**config.mk**
```make
export PLATFORM = sky130hd
export DESIGN_NAME = rvex_front
export DESIGN_NICKNAME = d
export VERILOG_FILES = /design/src/design/rvex_pkg.sv /design/src/design/rvex_front.sv
export SDC_FILE = /design/constraint.sdc
export NUM_CORES = 1
export LEC_CHECK = 0
export BUFFER_PORTS_ARGS = -buffer_cell sky130_fd_sc_hd__buf_2
export CORE_AREA = 2 2 83 85
export DETAILED_ROUTE_END_ITERATION = 10
export DIE_AREA = 0 0 85 87
export GPL_TIMING_DRIVEN = 0
export PLACE_DENSITY_LB_ADDON = 0.08
export SETUP_SLACK_MARGIN = 0.5
export SYNTH_ARGS = -nofsm -noshare
export SYNTH_HDL_FRONTEND = slang
export SYNTH_SLANG_ARGS = --single-unit
export TNS_END_PERCENT = 5
```
**constraint.sdc**
```tcl
create_clock -name vclk -period 5.4
set_input_delay 1.08 -clock vclk [all_inputs]
set_output_delay 1.08 -clock vclk [all_outputs]
set_load 0.05 [all_outputs]
```
**src/design/rvex_pkg.sv**
```systemverilog
// shared types, codes and helpers for the rv32im execute block
// used by every module of the block except rvex_ram; depends on nothing

package rvex_pkg;

  localparam int REG_COUNT_DEF = 32;
  localparam int QUEUE_DEPTH = 2;

  localparam logic [1:0] MEM_NONE  = 2'd0;
  localparam logic [1:0] MEM_LOAD  = 2'd1;
  localparam logic [1:0] MEM_STORE = 2'd2;

  localparam logic [1:0] TRAP_NONE   = 2'd0;
  localparam logic [1:0] TRAP_EBREAK = 2'd1;
  localparam logic [1:0] TRAP_BAD    = 2'd2;

  localparam logic [0:0] CMD_EXEC = 1'b0;
  localparam logic [0:0] CMD_LRET = 1'b1;

  localparam logic [6:0] OP_IMM    = 7'h13;
  localparam logic [6:0] OP_REG    = 7'h33;
  localparam logic [6:0] OP_AUIPC  = 7'h17;
  localparam logic [6:0] OP_LUI    = 7'h37;
  localparam logic [6:0] OP_JAL    = 7'h6f;
  localparam logic [6:0] OP_JALR   = 7'h67;
  localparam logic [6:0] OP_BRANCH = 7'h63;
  localparam logic [6:0] OP_STORE  = 7'h23;
  localparam logic [6:0] OP_LOAD   = 7'h03;
  localparam logic [6:0] OP_SYSTEM = 7'h73;

  localparam logic [31:0] EBREAK_WORD = 32'h0010_0073;
  localparam logic [4:0]  REG_A0 = 5'd10;

  typedef enum logic [3:0] {
    CLS_ALU_IMM, CLS_ALU_REG, CLS_MULDIV, CLS_AUIPC, CLS_LUI, CLS_JAL,
    CLS_JALR, CLS_BRANCH, CLS_STORE, CLS_LOAD, CLS_EBREAK, CLS_BAD, CLS_LRET
  } cls_t;

  typedef enum logic [2:0] {
    B_IDLE, B_READ, B_MUL, B_MULR, B_DIV, B_DIVF, B_DONE
  } back_state_t;

  typedef struct packed {
    logic [0:0]  command;
    logic [31:0] instruction;
    logic [31:0] pc;
    logic [31:0] load_data;
  } in_item_t;

  typedef struct packed {
    logic [31:0] next_pc;
    logic [1:0]  mem_op;
    logic [31:0] mem_addr;
    logic [1:0]  mem_size;
    logic [31:0] store_data;
    logic        write_enable;
    logic [4:0]  dest_index;
    logic [31:0] dest_value;
    logic [1:0]  trap;
    logic [31:0] trap_code;
  } out_item_t;

  typedef struct packed {
    cls_t        cls;
    logic [2:0]  f3;
    logic        alt;
    logic [4:0]  rs1;
    logic [4:0]  rs2;
    logic [4:0]  rd;
    logic [31:0] imm;
    logic [31:0] pc;
    logic [31:0] load_data;
  } dec_t;

endpackage

```
**src/design/rvex_front.sv**
```systemverilog
// front end: classifies an incoming item and extracts fields and immediates
// depends on rvex_pkg

module rvex_front (
  input  rvex_pkg::in_item_t item,
  output rvex_pkg::dec_t     dec
);

  logic [31:0] inst;
  logic [6:0]  op;
  logic [2:0]  f3;
  logic [6:0]  f7;
  logic [31:0] imm_i, imm_s, imm_b, imm_j, imm_u;

  assign inst  = item.instruction;
  assign op    = inst[6:0];
  assign f3    = inst[14:12];
  assign f7    = inst[31:25];
  assign imm_i = {{20{inst[31]}}, inst[31:20]};
  assign imm_s = {{20{inst[31]}}, inst[31:25], inst[11:7]};
  assign imm_b = {{19{inst[31]}}, inst[31], inst[7], inst[30:25], inst[11:8], 1'b0};
  assign imm_j = {{11{inst[31]}}, inst[31], inst[19:12], inst[20], inst[30:21], 1'b0};
  assign imm_u = {inst[31:12], 12'd0};

  always_comb begin
    dec.cls       = rvex_pkg::CLS_BAD;
    dec.f3        = f3;
    dec.alt       = 1'b0;
    dec.rs1       = inst[19:15];
    dec.rs2       = inst[24:20];
    dec.rd        = inst[11:7];
    dec.imm       = imm_i;
    dec.pc        = item.pc;
    dec.load_data = item.load_data;
    if (item.command == rvex_pkg::CMD_LRET) begin
      dec.cls = rvex_pkg::CLS_LRET;
    end else begin
      case (op)
        rvex_pkg::OP_IMM: begin
          dec.alt = inst[30] && (f3 == 3'd5);
          if (f3 == 3'd1 && f7 != 7'h00) dec.cls = rvex_pkg::CLS_BAD;
          else if (f3 == 3'd5 && f7 != 7'h00 && f7 != 7'h20) dec.cls = rvex_pkg::CLS_BAD;
          else dec.cls = rvex_pkg::CLS_ALU_IMM;
        end
        rvex_pkg::OP_REG: begin
          dec.alt = inst[30];
          if (f7 == 7'h01) dec.cls = rvex_pkg::CLS_MULDIV;
          else if (f7 == 7'h00) dec.cls = rvex_pkg::CLS_ALU_REG;
          else if (f7 == 7'h20 && (f3 == 3'd0 || f3 == 3'd5)) dec.cls = rvex_pkg::CLS_ALU_REG;
          else dec.cls = rvex_pkg::CLS_BAD;
        end
        rvex_pkg::OP_AUIPC: begin
          dec.cls = rvex_pkg::CLS_AUIPC;
          dec.imm = imm_u;
        end
        rvex_pkg::OP_LUI: begin
          dec.cls = rvex_pkg::CLS_LUI;
          dec.imm = imm_u;
        end
        rvex_pkg::OP_JAL: begin
          dec.cls = rvex_pkg::CLS_JAL;
          dec.imm = imm_j;
        end
        rvex_pkg::OP_JALR: begin
          dec.cls = (f3 == 3'd0) ? rvex_pkg::CLS_JALR : rvex_pkg::CLS_BAD;
        end
        rvex_pkg::OP_BRANCH: begin
          dec.imm = imm_b;
          dec.cls = (f3 == 3'd2 || f3 == 3'd3) ? rvex_pkg::CLS_BAD : rvex_pkg::CLS_BRANCH;
        end
        rvex_pkg::OP_STORE: begin
          dec.imm = imm_s;
          dec.cls = (f3 > 3'd2) ? rvex_pkg::CLS_BAD : rvex_pkg::CLS_STORE;
        end
        rvex_pkg::OP_LOAD: begin
          dec.cls = (f3 == 3'd3 || f3 > 3'd5) ? rvex_pkg::CLS_BAD : rvex_pkg::CLS_LOAD;
        end
        rvex_pkg::OP_SYSTEM: begin
          // ebreak reports a0, so read it through the rs1 port
          if (inst == rvex_pkg::EBREAK_WORD) begin
            dec.cls = rvex_pkg::CLS_EBREAK;
            dec.rs1 = rvex_pkg::REG_A0;
          end else begin
            dec.cls = rvex_pkg::CLS_BAD;
          end
        end
        default: dec.cls = rvex_pkg::CLS_BAD;
      endcase
    end
  end

endmodule

```
==> summary.txt <==
Cell Area, Placed = 0.002406 mm^2
Power density cells = 136.3 mW/mm^2
Post-Synthesis Cells = 224
Area delta synth->final = 54.71%
Seq_cells = 0
Die Height = 87 um
Max cap viols = 0
IO Pins = 216
Number of post-CTS setup repair buffers = 0
Core Box Area = 0.006569 mm^2
Status = complete, no violations
Final GP Congestion = 0.8144
Crit path largest cell delay = 680 ps
Ant diodes = 0
CP Data Arrival Time = 2870 ps
Most common cell in the netlist = buf_4
Final period util = 0.7321
CP max-delay cell = nor4_1
Global-route usage over all layers = 0.1286
First-pass GRT wire length = 8162 um
# clk buffers = 0
Total iterations of the first detailed-routing run = 4
Crit path launch type = input port
HPWL after DPL = 4705 um
DR vias/cell = 4.322
Clock share of power = 0
Crit. End Element = primary output
Synth top area cells = buf_4, a21o_1, o31ai_1
DRC viols = 0
Synth cell types = 47
Final nets = 473
Pin count of the biggest net entering global routing = 11
Initial Utilization = 0.2368
P_leak = 1.314 nW
Area leader, netlist = buf_4
Cell Area, Synth = 0.001555 mm^2
Fillers = 697
Fmax = 0.2530 GHz
# setup viols final = 0
Switch Pwr = 0.2334 mW
Synth top area share = 0.3813
Hold WC Path Type = in2out
Die Area = 0.007395 mm^2
Comb pwr share = 1.000
Worst vdd ir = 0.08132 mV
Sequential area share after synthesis = 0
Initial DRC count = 83
Fraction of layout cells with a size suffix above 1 = 0.6658
Hold Vio Cnt, Final = 0
CTS Hold Buffers Added = 0
Sequential share of power = 0
Post_cts resized = 0
Crit-path cells = buf_2 -> nor4_1 -> nand4_1 -> nor4_1 -> or2_1 -> buf_2
IO buf count = 150
Syn. warnings = 0
Die Wd = 85 um
Fin area = 0.002406 mm^2
Count of pins over their slew limit = 0
Final setup TNS = 0 ps
Sequential cell area = 0 um^2
Post-synth top cells = buf_4, a21o_1, inv_1
Num rows = 30
Crit path kind = in2out
Via count = 1,962
Slew @ Worst Pin = 766.5 ps
Vias in the first global route = 1,683
Post-DRT Antenna Nets = 0
Drt total wl = 5454 um
Tmin final = 3953 ps
Int Pwr = 0.09465 mW
Gr ovfl total = 0
Critical Path Fanout Max = 4
Sw frac = 0.7114
Syn nets = 321
Antenna violations before repair = 0
RSZ-0062 raised after global routing = no
Worst slew margin = 0.4843
Required time worst endpoint = 4320 ps
Syn avg cell area = 6.943 um^2
Routed len/inst = 12.01 um
-- path summary, 6_finish.rpt --
| path | cells after the start | end | slack (ps) | from |
|---|---|---|---|---|
| setup / recovery | 6 | dec[109] | 1450 | item[91] |
| hold / removal | 2 | dec[7] | 2460 | item[7] |
-- per-layer routing --
metal,track usage,vias to the layer above,part of all wire,routed length (um)
li1,-,1015,-,-
met1,0.1621,830,0.41,2237
met2,0.2443,115,0.49,2656
met3,0.01327,2,0.095,520
met4,0.01010,0,0.0073,40
met5,0,-,0,0
-- through the flow --
stage	cells	hold slack [ps]	power, mW	worst slack [ps]	util
2_1_floorplan	224	2327	0.2587	1305	-
3_3_place_gp	454	2462	0.3306	1416	0.3663
3_5_place_dp	454	2462	0.3297	1375	0.3663
4_1_cts	454	2462	0.3302	1371	0.3663
5_1_grt	454	2464	0.3447	1184	0.3663
6_report	454	2461	0.3280	1447	0.3663
-- layout by cell type, fill, tap and decap left out, types with 2 or more instances in the layout --
cell type and n:
buf_4 79, nor4_1 9, a21oi_1 3, clkbuf_1 8, o31ai_1 8, buf_2 156
a22o_1 4, nor4_2 2, a21o_1 11, nor3_1 5, nand3b_1 3, nor2b_1 6
or2_1 3, inv_1 11, nor4_4 2, a41oi_2 2, nand3_1 5, or3_1 2
nand2_1 6, o21ai_0 5, nor2_1 8, nand2b_1 6, a211oi_1 3, nor3b_1 2
nand4_1 3
-- area by class of cell --
type	count	area (um^2)	area share
inverter	12	45.04	0.01872
buffer	94	664.4	0.2761
tap	80	100.1	0.04160
timing repair buffer	150	750.7	0.3120
multi-input combinational	118	845.8	0.3515
-- kinds of logic after synthesis --
group                     synth area share
AOI/OAI and AO/OA                   0.2494
buffers and inverters               0.4562
xor gates and xnor gates          0.005633
and+or+nand+nor                     0.2888
-- power groups by stage --
| stage | clock network [mW] | registers, mW | logic [mW] |
|---|---|---|---|
| 5_1_grt | 0 | 0 | 0.345 |
| 3_5_place_dp | 0 | 0 | 0.330 |
| 6_report | 0 | 0 | 0.328 |
| 3_3_place_gp | 0 | 0 | 0.331 |
| 4_1_cts | 0 | 0 | 0.330 |
| 2_1_floorplan | 0 | 0 | 0.259 |
-- worst max-delay path: cells and delay by family --
| kind | cells | cell delay, ps |
|---|---|---|
| AND/OR/NAND/NOR | 4 | 1420 |
| buffers and inverters | 2 | 360 |
Note: power is estimated with default switching activity, not from simulation.
