File: src/design/rvex_pkg.sv
// shared types, codes and helpers for the rv32im execute block
// used by every module of the block except rvex_ram; depends on nothing

package rvex_pkg;

  localparam int REG_COUNT_DEF = 32;
  localparam int QUEUE_DEPTH = 2;

  localparam logic [1:0] MEM_NONE  = 2'd0;
  localparam logic [1:0] MEM_LOAD  = 2'd1;
  localparam logic [1:0] MEM_STORE = 2'd2;

  localparam logic [1:0] TRAP_NONE   = 2'd0;
  localparam logic [1:0] TRAP_EBREAK = 2'd1;
  localparam logic [1:0] TRAP_BAD    = 2'd2;

  localparam logic [0:0] CMD_EXEC = 1'b0;
  localparam logic [0:0] CMD_LRET = 1'b1;

  localparam logic [6:0] OP_IMM    = 7'h13;
  localparam logic [6:0] OP_REG    = 7'h33;
  localparam logic [6:0] OP_AUIPC  = 7'h17;
  localparam logic [6:0] OP_LUI    = 7'h37;
  localparam logic [6:0] OP_JAL    = 7'h6f;
  localparam logic [6:0] OP_JALR   = 7'h67;
  localparam logic [6:0] OP_BRANCH = 7'h63;
  localparam logic [6:0] OP_STORE  = 7'h23;
  localparam logic [6:0] OP_LOAD   = 7'h03;
  localparam logic [6:0] OP_SYSTEM = 7'h73;

  localparam logic [31:0] EBREAK_WORD = 32'h0010_0073;
  localparam logic [4:0]  REG_A0 = 5'd10;

  typedef enum logic [3:0] {
    CLS_ALU_IMM, CLS_ALU_REG, CLS_MULDIV, CLS_AUIPC, CLS_LUI, CLS_JAL,
    CLS_JALR, CLS_BRANCH, CLS_STORE, CLS_LOAD, CLS_EBREAK, CLS_BAD, CLS_LRET
  } cls_t;

  typedef enum logic [2:0] {
    B_IDLE, B_READ, B_MUL, B_MULR, B_DIV, B_DIVF, B_DONE
  } back_state_t;

  typedef struct packed {
    logic [0:0]  command;
    logic [31:0] instruction;
    logic [31:0] pc;
    logic [31:0] load_data;
  } in_item_t;

  typedef struct packed {
    logic [31:0] next_pc;
    logic [1:0]  mem_op;
    logic [31:0] mem_addr;
    logic [1:0]  mem_size;
    logic [31:0] store_data;
    logic        write_enable;
    logic [4:0]  dest_index;
    logic [31:0] dest_value;
    logic [1:0]  trap;
    logic [31:0] trap_code;
  } out_item_t;

  typedef struct packed {
    cls_t        cls;
    logic [2:0]  f3;
    logic        alt;
    logic [4:0]  rs1;
    logic [4:0]  rs2;
    logic [4:0]  rd;
    logic [31:0] imm;
    logic [31:0] pc;
    logic [31:0] load_data;
  } dec_t;

endpackage

File: src/design/rvex_queue.sv
// short queue of decoded items between front and back
// depends on rvex_pkg

module rvex_queue (
  input  logic           clk,
  input  logic           rst,
  input  logic           push,
  input  rvex_pkg::dec_t wdata,
  output logic           full,
  input  logic           pop,
  output logic           empty,
  output rvex_pkg::dec_t rdata
);

  localparam int PW = $clog2(rvex_pkg::QUEUE_DEPTH);

  rvex_pkg::dec_t slot [rvex_pkg::QUEUE_DEPTH];
  logic [PW-1:0] wptr, rptr;
  logic [PW:0]   count;
  logic          do_push, do_pop;

  assign full    = (count == (PW+1)'(rvex_pkg::QUEUE_DEPTH));
  assign empty   = (count == '0);
  assign do_push = push && !full;
  assign do_pop  = pop && !empty;
  assign rdata   = slot[rptr];

  always_ff @(posedge clk) begin
    if (rst) begin
      wptr  <= '0;
      rptr  <= '0;
      count <= '0;
    end else begin
      if (do_push) wptr <= (wptr == PW'(rvex_pkg::QUEUE_DEPTH - 1)) ? '0 : wptr + 1'b1;
      if (do_pop) rptr <= (rptr == PW'(rvex_pkg::QUEUE_DEPTH - 1)) ? '0 : rptr + 1'b1;
      if (do_push && !do_pop) count <= count + 1'b1;
      else if (do_pop && !do_push) count <= count - 1'b1;
    end
  end

  always_ff @(posedge clk) begin
    if (do_push) slot[wptr] <= wdata;
  end

endmodule

File: config.mk
export PLATFORM = sky130hd
export DESIGN_NAME = rvex_queue
export DESIGN_NICKNAME = d
export VERILOG_FILES = /design/src/design/rvex_pkg.sv /design/src/design/rvex_queue.sv
export SDC_FILE = /design/constraint.sdc
export NUM_CORES = 1
export LEC_CHECK = 0
export BUFFER_PORTS_ARGS = -buffer_cell sky130_fd_sc_hd__buf_2
export CORE_UTILIZATION = 45
export CTS_CLUSTER_SIZE = 30
export DETAILED_ROUTE_END_ITERATION = 6
export GPL_TIMING_DRIVEN = 0
export HOLD_SLACK_MARGIN = 0.12
export PLACE_DENSITY = 0.78
export SYNTH_ARGS = -nofsm -noshare
export SYNTH_HDL_FRONTEND = slang
export SYNTH_SLANG_ARGS = --single-unit
File: constraint.sdc
create_clock -name clk -period 4.4 [get_ports clk]
set_clock_uncertainty 0.1 [all_clocks]
set_input_delay 0.88 -clock clk [delete_from_list [all_inputs] [get_ports clk]]
set_output_delay 0.88 -clock clk [all_outputs]
set_load 0.02 [all_outputs]
==> summary by stage, run 1 <==
Placement
The weighted congestion reported at the end of routability-driven placement is 0.675. Summed over all nets, the half-perimeter wirelength after detailed placement is 11.2 mm. The port buffer count is 243.

The number of instances in the placed design is 901.

CTS
The number of buffers on the longest clock path is 3. Once the clock tree was built, the setup fixing pass inserted 0 buffers. The number of buffers created by CTS is 26.

Hold repair after CTS inserted 0 buffers. TritonCTS built the clock tree. The number of clock sinks seen by CTS is 243. The number of gates resized after CTS is 0. The library cell used as clock root buffer is clkbuf_16. CTS built an H-tree with a depth of 1.

At the later pin of the worst-skew pair, clock insertion delay measures 0.51 ns. After clock tree synthesis, the clock-pin slew on the worst setup and hold paths is 0.06 ns.

Layout
The area overhead of the layout relative to synthesis is 28.7%. The sequential cells in the finished layout cover a total of 0.00725 mm^2. The multi-input gate area in the final layout is 0.00145 mm^2. The number of standard cells in the final layout excluding fillers is 951. The post-layout utilization of the core is 60.0%. Counting the fill cells in the layout gives 1,371. The post-layout net count is 793. The share of post-route cells with drive strength above 1 is 60.8%.

Critical path
The nature of the critical path startpoint is a register. The depth of the most critical reg-to-reg path is 4. The maximum net fanout on the critical path is 10. The data required time of the critical path is 3.42 ns. At the worst endpoint, the arrival time is 1.82 ns. The worst register-to-register path begins at count[0].

By startpoint and endpoint, the worst setup path is classified as register to output pin. The kind of end point of the critical path is an output pin.

Logic synthesis
The cell area after synthesis is 0.00884 mm^2. Sequential elements use 82.0% of the synthesized area. The average size of a mapped cell is 22.4 um^2. The fraction of registers with async set or reset after synthesis is 0%. The synthesized net count is 519. The most used flip-flop cell after synthesis is edfxtp_1. Counting flops and latches in the post-synthesis netlist gives 243. By count the netlist is led by edfxtp_1 (238), mux2_2 (119), buf_6 (10).

The cell count after synthesis came out at 395. The most used standard cell by instance count after synthesis is edfxtp_1. Summed over its instances, the top area cell type makes up 80.8% of the synthesized netlist area. Ranked by total cell area, the synthesized netlist is headed by edfxtp_1 (81%), mux2_2 (15%), buf_6 (1.3%). The cell accounting for the most synthesized area is edfxtp_1. Yosys printed 0 warnings.

The distinct cell type count of the synthesized netlist is 14. Yosys mapped a number of flops with a built-in enable equal to 238.

Die
In this run the horizontal extent of the chip is 142 um. The initialized floorplan defines 50 standard-cell rows. The effective utilization at floorplan is 46.6%. The core outline area is 0.0190 mm^2. The die covers 0.0202 mm^2.

The die boundary height is 142 um. The number of primary I/O pins is 244.

STA
Setup repair after global routing left no endpoint under its margin. The final critical path takes up 63.7% of the cycle. The number of hold violations in the final report is 0. Measured against its own limit, the worst slew margin works out to 64.9%.

The maximum clock rate is 357 MHz. Across all hold checks on the routed design, the worst slack comes to 0.401 ns. The shortest period the worst path allows is 2.80 ns. Setup violations remaining at the end of the flow were counted as 0. The count of final max-slew check failures is 0. For the pin with the worst max-slew slack, the measured transition is 0.526 ns.

Job
The max-cap violation count is 0.

Detailed routing
The total length of routed wires is 16.8 mm. The detailed-router iteration count before antenna repair is 4. Across all layers, the routed design uses 4,614 vias. The detailed-route DRC error count is 0. The first routing iteration left 142 violations. The post-detailed-route via-to-cell ratio is 4.85.

The number of nets with antenna violations after detailed routing is 0. The routed wire length per instance is 17.7 um.

Pwr
The worst-case IR drop observed on VDD is 421 uV. The total power density per cell area is 629 mW/mm^2. The analysis attributes to cell leakage a power of 4.27 nW.

GRT
The total grt overflow is 0. The global router's overall resource usage is 16.3%. The pin count of the biggest net entering global routing is 80. The via count of the first global-routing pass is 5,059.

The global-route wire length before repair is 25.3 mm. The initial antenna violation count is 2.

Outcome
The flow ran to the end, and the final reports show no timing, DRC or antenna violations.

Min path
The worst hold path begins at wptr. The worst hold path class is register to register. The worst hold path was traced through 2 stages.
through the flow:
step                total power [mW]  area [um^2]  TNS [ns]  setup WS (ns)
finish                          7.15        11400         0           1.60
global route                    7.43        11400         0           1.53
global placement                4.90        10400   -110.64         -0.938
CTS                             7.24        11400         0           1.55
floorplan                       4.33         8840         0          0.234
detailed placement              4.95        10500         0           1.68
report_power, final:
part	leakage (nW)	internal [mW]	switching, mW
clock	0.446	1.45	0.822
combinational	1.56	0.770	1.13
sequential	2.26	2.91	0.0730
state kept, by name, indices dropped and copies added (netlist names), named ones only:
register,count
count,2
slot,238
wptr,1
rptr,1
area by class of cell:
type                       count  share of cell area, %
sequential                   243                   63.7
multi-input combinational    137                   12.8
tap                          260                   2.86
timing repair buffer         246                   11.3
inverter                       2                  0.110
antenna                        2                 0.0440
clock inverter                10                   1.53
clock buffer                  38                   6.48
buffer                        13                   1.19
layout by cell type (no fill, tap or decap):
cell and count:
buf_2 243, edfxtp_1 238, mux2_2 119, clkbuf_16 27, buf_6 10, clkbuf_1 9, nor2_1 5, dfxtp_1 5
bufinv_16 5, clkinv_2 4, buf_4 3, o21ai_0 3, xor2_1 3, diode_2 2, or3_1 2, a21oi_1 2
clkbuf_8 2, buf_16 2, inv_1 1, nor2b_2 1, and2_4 1, inv_6 1, ha_1 1, clkinv_1 1
buf_12 1
worst max-delay path, stage by stage, from the launching register on:
cell and delay [ns]:
dfxtp_1 0.33, buf_4 0.19, buf_4 0.25, mux2_2 0.37
buf_2 0.17
kinds of logic (layout without fill, tap and decap cells):
group	after synthesis	count (layout)	share of synthesized area (%)
AOI/OAI and AO/OA	5	5	0.283
other	0	2	0
and+or+nand+nor	9	9	0.524
xor gates and xnor gates	3	3	0.297
DFF	243	243	82.0
buffers and inverters	15	309	1.61
adders and majority gates	1	1	0.142
muxes	119	119	15.2
final timing paths:
check	to	slack, ns
setup / recovery	rdata[90]	1.60
hold / removal	wptr	0.40
setup reg to reg	slot[0][5]	2.18
hold reg to reg	wptr	0.40
per-layer routing:
layer | track usage [%] | up-vias | share of wire [%]
met5 | 0 | - | 0.077
met4 | 6.00 | 2 | 3.0
met3 | 4.85 | 39 | 8.4
met2 | 29.3 | 202 | 51
met1 | 18.3 | 2242 | 37
li1 | - | 2129 | -
No activity file was read; power rests on OpenSTA's default activity.
==> run 2, diff against run 1 <==
Clock period 4.4 ns to 2.4 ns, I/O delays scaled along.
==> run 2 against run 1 <==
Effect of this change:
- design area is 9.1% higher
- global-route usage rose by 2.3 points
- clock-buffer cell count is 10 lower
- core utilization is 5.5 points higher
- sequential cell count did not move
- cell count rose by 12%
- critical path type unchanged
- critical endpoint is now rdata[111]
==> summary by stage, run 2 (synthesis results as in run 1) <==
Layout
After the last flow step, the layout net total stands at 913. The multi-input gate area in the final layout is 0.00146 mm^2. Excluding fillers, the count of instances in the completed layout stands at 1,064. The largest registers in the layout are slot (238), count (2).

The post-layout utilization of the core is 65.5%. Ranked by flip-flop count, first place goes to slot. After filler insertion, the fill cell instance count of the layout stands at 1,270. The top cell types in the final layout, fill and taps aside, are buf_2 (243), edfxtp_1 (238), dlygate4sd3_1 (120). The share of post-route cells with drive strength above 1 is 51.6%. The area of all sequential standard cells is 0.00725 mm^2.

The number of flip-flops under the largest register name is 238. Summing all non-filler instances in the final layout gives an area of 0.0124 mm^2. Compared with the post-synthesis result, the final layout area differs by 40.5%. The most common cell after layout, fill and taps aside is buf_2.

GRT
The global-route wire length before repair is 29.1 mm. For this run the aggregate overflow at the end of global routing stands at 0. Global routing used 18.7% of the available tracks. Entering global routing, the biggest net connects 63 pins. The initial antenna violation count is 1. The via count of the first global-routing pass was 5,795.

Placement
OpenSTA, run right after detailed placement, puts the worst setup slack at 0.000771 ns. The port buffer count is 243. The cell area after placement is 0.0105 mm^2.

The number of instances in the placed design is 902. Summed over all nets, the half-perimeter wirelength after detailed placement is 11.2 mm. The weighted congestion reported at the end of routability-driven placement is 0.711.

Critical path
Walking the worst path, the cells encountered are buf_6 -> buf_6 -> mux2_2 -> buf_2. The number of buffers and inverters on the critical path is 3. On the worst path, the slowest cell contributes a delay of 0.35 ns. The most numerous cell type found on the critical path is buf_6.

Of all nets on the critical path, the largest fanout is 10. The worst setup path is of the register to output pin kind. The top cell family by delay on the critical path is buffers and inverters.

The slowest stage cell on the critical path is mux2_2. STA puts the critical path data arrival time at 1.76 ns. The kind of end point of the critical path is an output pin. The worst setup path is launched from a register. The data required time of the critical path is 1.82 ns.

Pwr
Per report_power, the clock group accounts for 27.3% of the total. Combinational cells account for 29.3% of the total power. Power spread over the standard cell area amounts to 1020 mW/mm^2. The share of total power in sequential cells is 43.4%. VDD sags by at most 744 uV. The fraction of power spent switching nets is 29.6%. The total power consumption of the routed design is 12.6 mW. The reported net switching power is 3.74 mW. The static leakage is 4.68 nW.

The internal portion of the total power is 8.90 mW.

Detailed routing
The post-detailed-route via-to-cell ratio is 4.81. The total number of vias is 5,120. In this run, the number of DRC markers left after iteration 0 of detailed routing was 160.

Before antenna repair, the detailed router went through 5 iterations. After detailed routing, the number of remaining DRC violations is 0. The number of nets with antenna violations after detailed routing is 0. Summed over all layers, the routed wires come to 19.1 mm. After detailed routing, the average wire length per cell comes to 17.9 um.

CTS
The library cell used as clock root buffer is clkbuf_16. CTS built an H-tree with a depth of 1. The later pin in the worst-skew pair is clocked with a latency of 0.50 ns.

Clock tree synthesis inserted a total of 25 buffers. The clock passes through at most 3 buffers. After clock tree synthesis, the clock-pin slew on the worst setup and hold paths is 0.06 ns. Clock tree synthesis found a total of 243 sinks. The TritonCTS clock tree is built. The number of setup buffers added after CTS is 0.

Job
Max-cap violations in this run came to 0.

STA
The count of final max-slew check failures is 0. The number of hold violations in the final report is 0. Setup repair after global routing could not meet its margin everywhere. Setup violations remaining at the end of the flow were counted as 0. The worst slew margin relative to its limit is 43.0%.

The maximum clock rate is 427 MHz. Once routing completed, OpenROAD measured the worst setup slack at 0.0601 ns. The worst slack on hold paths is 0.311 ns. Counting I/O delays and the setup requirement, the final critical path takes 2.34 ns.

For the pin with the worst max-slew slack, the measured transition is 0.855 ns. The worst path uses 97.5% of the clock period. For the final routed database, the setup TNS stands at 0 ns.

Die
The effective utilization at floorplan is 46.6%. The number of primary I/O pins is 244. The die width is 142 um.

The core outline area is 0.0190 mm^2. The die boundary height is 142 um. The full die area is 0.0202 mm^2. The placement row count is 50.

Min path
The worst hold path class is input port to register.

Outcome
The run finished with clean final reports.
## run 2: cell types whose count changed in the layout (fill, tap and decap cells not counted), moves of 2 or more
| cell | change |
|---|---|
| clkinv_1 | +7 |
| dfxtp_2 | +2 |
| clkbuf_16 | -2 |
| dlygate4sd3_1 | +120 |
| clkbuf_1 | -6 |
| buf_4 | -2 |
| clkbuf_8 | -2 |
| dfxtp_1 | -2 |
| bufinv_16 | -4 |
| buf_12 | +2 |
## run 2: what timing repair did
| item | in CTS | in global routing |
|---|---|---|
| resized for setup | 2 | 1 |
| endpoints found under the setup margin | 95 | 14 |
| endpoints found under the hold margin | 243 | 0 |
| hold buffers | 120 | 0 |
## run 2: area by class of cell
type / instances / area share, %
antenna: 2 / 0.0403
buffer: 13 / 1.18
clock buffer: 28 / 5.13
clock inverter: 12 / 0.605
inverter: 2 / 0.0907
multi-input combinational: 137 / 11.8
sequential: 243 / 58.4
tap: 260 / 2.62
timing repair buffer: 367 / 20.2
## run 2: worst paths after layout
kind / slack (ns) / to / startpoint / depth (start not counted)
worst min-delay path: 0.31 / wptr / push / 4
worst max-delay path: 0.06 / rdata[111] / register / 4
worst min register to register: 0.42 / rptr / rptr / 2
worst max register to register: 0.16 / slot[1][45] / count[0] / 4
## run 2: layer usage
layer  vias to the layer above  routed length, um  GRT usage (%)
li1                       2359                  -              -
met2                       205              10200           35.3
met4                         0                596           7.98
met5                         -                  0              0
met3                        47               1270           4.64
met1                      2509               6970           19.6
## run 2: power groups by stage
stage               combinational [mW]  sequential (mW)  clock, mW
detailed placement                3.54             5.56          0
finish                            3.71             5.48       3.45
global placement                  3.40             5.57          0
global route                      3.95             5.52       3.69
CTS                               3.73             5.47       3.49
floorplan                         2.40             5.54          0
## run 2: worst reg2reg max path, cell delays in order (launching register included)
cell and delay [ns]:
dfxtp_2 0.40, nor2b_4 0.07, nor2_1 0.17, and2_4 0.73, buf_16 0.36
==> run 3, diff against run 2 <==
Settings changed: ABC_AREA set to 1, CORE_UTILIZATION 45 to 23, PLACE_DENSITY 0.78 to 0.48.
==> run 3 against run 2 <==
Effect of this change:
- design area grew 10%
- setup slack lost 0.038 ns
- hold slack lost 0.066 ns
- core utilization shrank 29 points
- die area grew 96%
- sequential cell count is the same
- critical path depth is the same
- global-route usage shrank 8.9 points
- critical endpoint is now rdata[5]
==> summary by stage, run 3 <==
Outcome
The flow ran to the end, and the final reports show no timing, DRC or antenna violations.

CTS
Counting the buffers created by CTS gives 29. After clock tree synthesis, the clock-pin slew on the worst setup and hold paths is 0.06 ns. The clock latency on the worst-skew pair is 0.55 ns.

The CTS H-tree depth is 1. Clock tree synthesis selected as its root buffer the cell clkbuf_16. The TritonCTS clock tree is built. The number of clock sinks seen by CTS is 243.

The clock passes through at most 3 buffers.

GRT
The first global-routing pass estimated 29.4 mm of wire. The via count of the first global-routing pass is 5,463. The global router's overall resource usage is 9.74%. Entering global routing, the biggest net connects 31 pins. The initial antenna violation count is 1. The total grt overflow is 0.

Layout
The share of post-route cells with drive strength above 1 is 52.0%. The number of antenna diodes in the final layout is 0. The cell area after layout is 0.0137 mm^2.

The top cell types in the final layout, fill and taps aside, are edfxtp_1 (238), buf_2 (194), dlygate4sd3_1 (120). The most common cell after layout, fill and taps aside is edfxtp_1. At the end of the flow, the number of nets in the layout was 938. The area overhead of the layout relative to synthesis is 53.6%. The register with the most flip-flops in the layout has 238 of them.

The largest registers in the layout are slot (238), count (2). The register with the most flip-flops is slot.

STA
After layout, the minimum clock period comes to 2.38 ns. The worst slew margin relative to its limit is 46.0%. Hold timing on the final database bottoms out at a slack of 0.245 ns. The maximum clock rate is 421 MHz. Setup violations remaining at the end of the flow were counted as 0. The number of hold violations in the final report was 0. The count of final max-slew check failures is 0.

Dividing the final minimum period by the clock period gives 99.1%. The slew at the pin with the worst max-slew slack is 0.809 ns. Setup repair after global routing could not meet its margin everywhere.

Critical path
The critical path is of the register to output pin type. STA puts the critical path data required time at 1.82 ns. The setup slack on the worst flop-to-flop path is 0.44 ns.

The nature of the critical path startpoint is a register. The data arrival at the endpoint of the critical path is 1.80 ns. STA classifies the critical path endpoint as an output pin. In this run the worst path has a maximum fanout of 10.

Pwr
For this design the total switching power over the nets is 3.92 mW. VDD sags by at most 636 uV. In this run, the combinational gates consume 29.7% of the power. Cell internal power was estimated by the tool at 9.88 mW.

For this design the ratio of total power to cell area is 1010 mW/mm^2. Of the total power, the share spent switching nets is 28.4%. The part of the total power dissipated in the clock network is 30.5%. Per report_power, the sequential group accounts for 39.9% of the total. The static leakage is 5.16 nW.

Logic synthesis
In the post-synthesis netlist, the biggest area contributors are edfxtp_1 (80%), mux2_2 (15%), clkbuf_8 (1.7%). Counting distinct cell types in the post-synthesis netlist gives 15. The dominant synthesized flop cell is edfxtp_1. The instance count of the mapped netlist is 407. The synthesized design contains 238 enable-type register cells. The synthesized net count is 531.

The mapped netlist covers 0.00891 mm^2. Summed over all instances, the cell type with the most area after synthesis is edfxtp_1. Counting flops and latches in the post-synthesis netlist gives 243.

The most used standard cell by instance count after synthesis is edfxtp_1. The Yosys step of the flow raised 0 warnings. Averaged over all synthesized cells, the footprint is 21.9 um^2. Sequential elements use 81.4% of the synthesized area. In this run the biggest area consumer among cell types represents 80.2% of the synthesized area. In the synthesized netlist the async set-or-reset flop fraction comes to 0%. The commonest cells after synthesis are edfxtp_1 (238), mux2_2 (119), clkbuf_8 (11).

Die
The effective utilization at floorplan is 23.5%. The placement row count is 71. The core outline area is 0.0378 mm^2. The die width is 199 um. The number of primary I/O pins is 244. The full die area is 0.0395 mm^2. The die boundary height is 199 um.

Detailed routing
The detailed-router iteration count before antenna repair is 4. The post-detailed-route via-to-cell ratio is 3.80. The number of nets with antenna violations after detailed routing is 0. The DRC violation total after the first TritonRoute iteration is 131.

After detailed routing, the number of remaining DRC violations is 0. After detailed routing, the average wire length per cell comes to 14.8 um. The total length of routed wires is 19.9 mm. Detailed routing inserted a total of 5,112 vias.

Placement
The congestion estimate from routability-driven global placement came to 0.674. After legalization and detailed placement, the total HPWL measured 12.7 mm. In this run the tool buffered the top-level ports with 243 buffer cells. After detailed placement, the total cell area comes to 0.0109 mm^2.

Job
The max-cap violation count is 0.

Min path
The worst hold path class is input port to register.
==> run 3: worst max-delay path, stage by stage (launching register included) <==
cell       delay [ns]
dfxtp_4          0.41
buf_16           0.17
clkbuf_16        0.18
mux2_2           0.34
buf_2            0.16
==> run 3: path summary, 6_finish.rpt <==
check | start | to | cells after the start
max | register | rdata[5] | 4
max reg2reg | count[0] | slot[0][65] | 3
min | push | wptr | 4
min reg2reg | wptr | wptr | 2
==> run 3: metrics by stage <==
| step | std cells | util [%] | power, mW | TNS, ns | worst slack [ns] |
|---|---|---|---|---|---|
| floorplan | 407 | - | 7.71 | -104.31 | -0.448 |
| global route | 1346 | 36.2 | 14.4 | -2.69 | -0.0605 |
| CTS | 1345 | 35.4 | 13.7 | -2.75 | -0.0542 |
| global placement | 1161 | 28.5 | 8.86 | -448.31 | -1.90 |
| detailed placement | 1169 | 28.9 | 8.93 | 0 | 0.284 |
| finish | 1346 | 36.2 | 13.8 | 0 | 0.0225 |
==> run 3: power by group through the flow <==
stage / clock network [mW] / registers [mW] / logic [mW]
5_1_grt: 4.51 / 5.56 / 4.37
3_3_place_gp: 0 / 5.62 / 3.23
3_5_place_dp: 0 / 5.57 / 3.36
2_1_floorplan: 0 / 5.57 / 2.14
6_report: 4.20 / 5.50 / 4.09
4_1_cts: 4.37 / 5.50 / 3.87
==> run 3: repair_timing <==
action                                  CTS  global route
setup buffers                             2             0
hold buffers                            120             0
resized for setup                        68            89
cloned                                    2             1
hold endpoints to repair                241             0
endpoints found under the setup margin  110           105
pin swaps                                 0             0
==> run 3: cell type report <==
type / count / area [um^2]
fill: 3673 / 24200
sequential: 243 / 7250
timing repair buffer: 376 / 2940
multi-input combinational: 142 / 1620
clock buffer: 37 / 756
tap: 511 / 639
buffer: 13 / 284
clock inverter: 15 / 156
inverter: 9 / 33.8
==> run 3: cell families after synthesis <==
kind of cell | after synthesis | share of synthesized area (%)
DFF | 243 | 81.4
buffers and inverters | 22 | 2.33
and+or+nand+nor | 16 | 0.744
muxes | 119 | 15.0
adders and majority gates | 1 | 0.140
AOI/OAI and AO/OA | 6 | 0.379
==> run 3: layer usage <==
layer  vias up  wire length [um]  share of wire, %  global-route usage [%]
met5         -                10             0.050                       0
met4         2               478               2.4                    2.76
met3        39              1590               8.0                    3.68
met2       155              9970                50                    17.1
met1      2490              7850                39                    10.9
li1       2426                 -                 -                       -
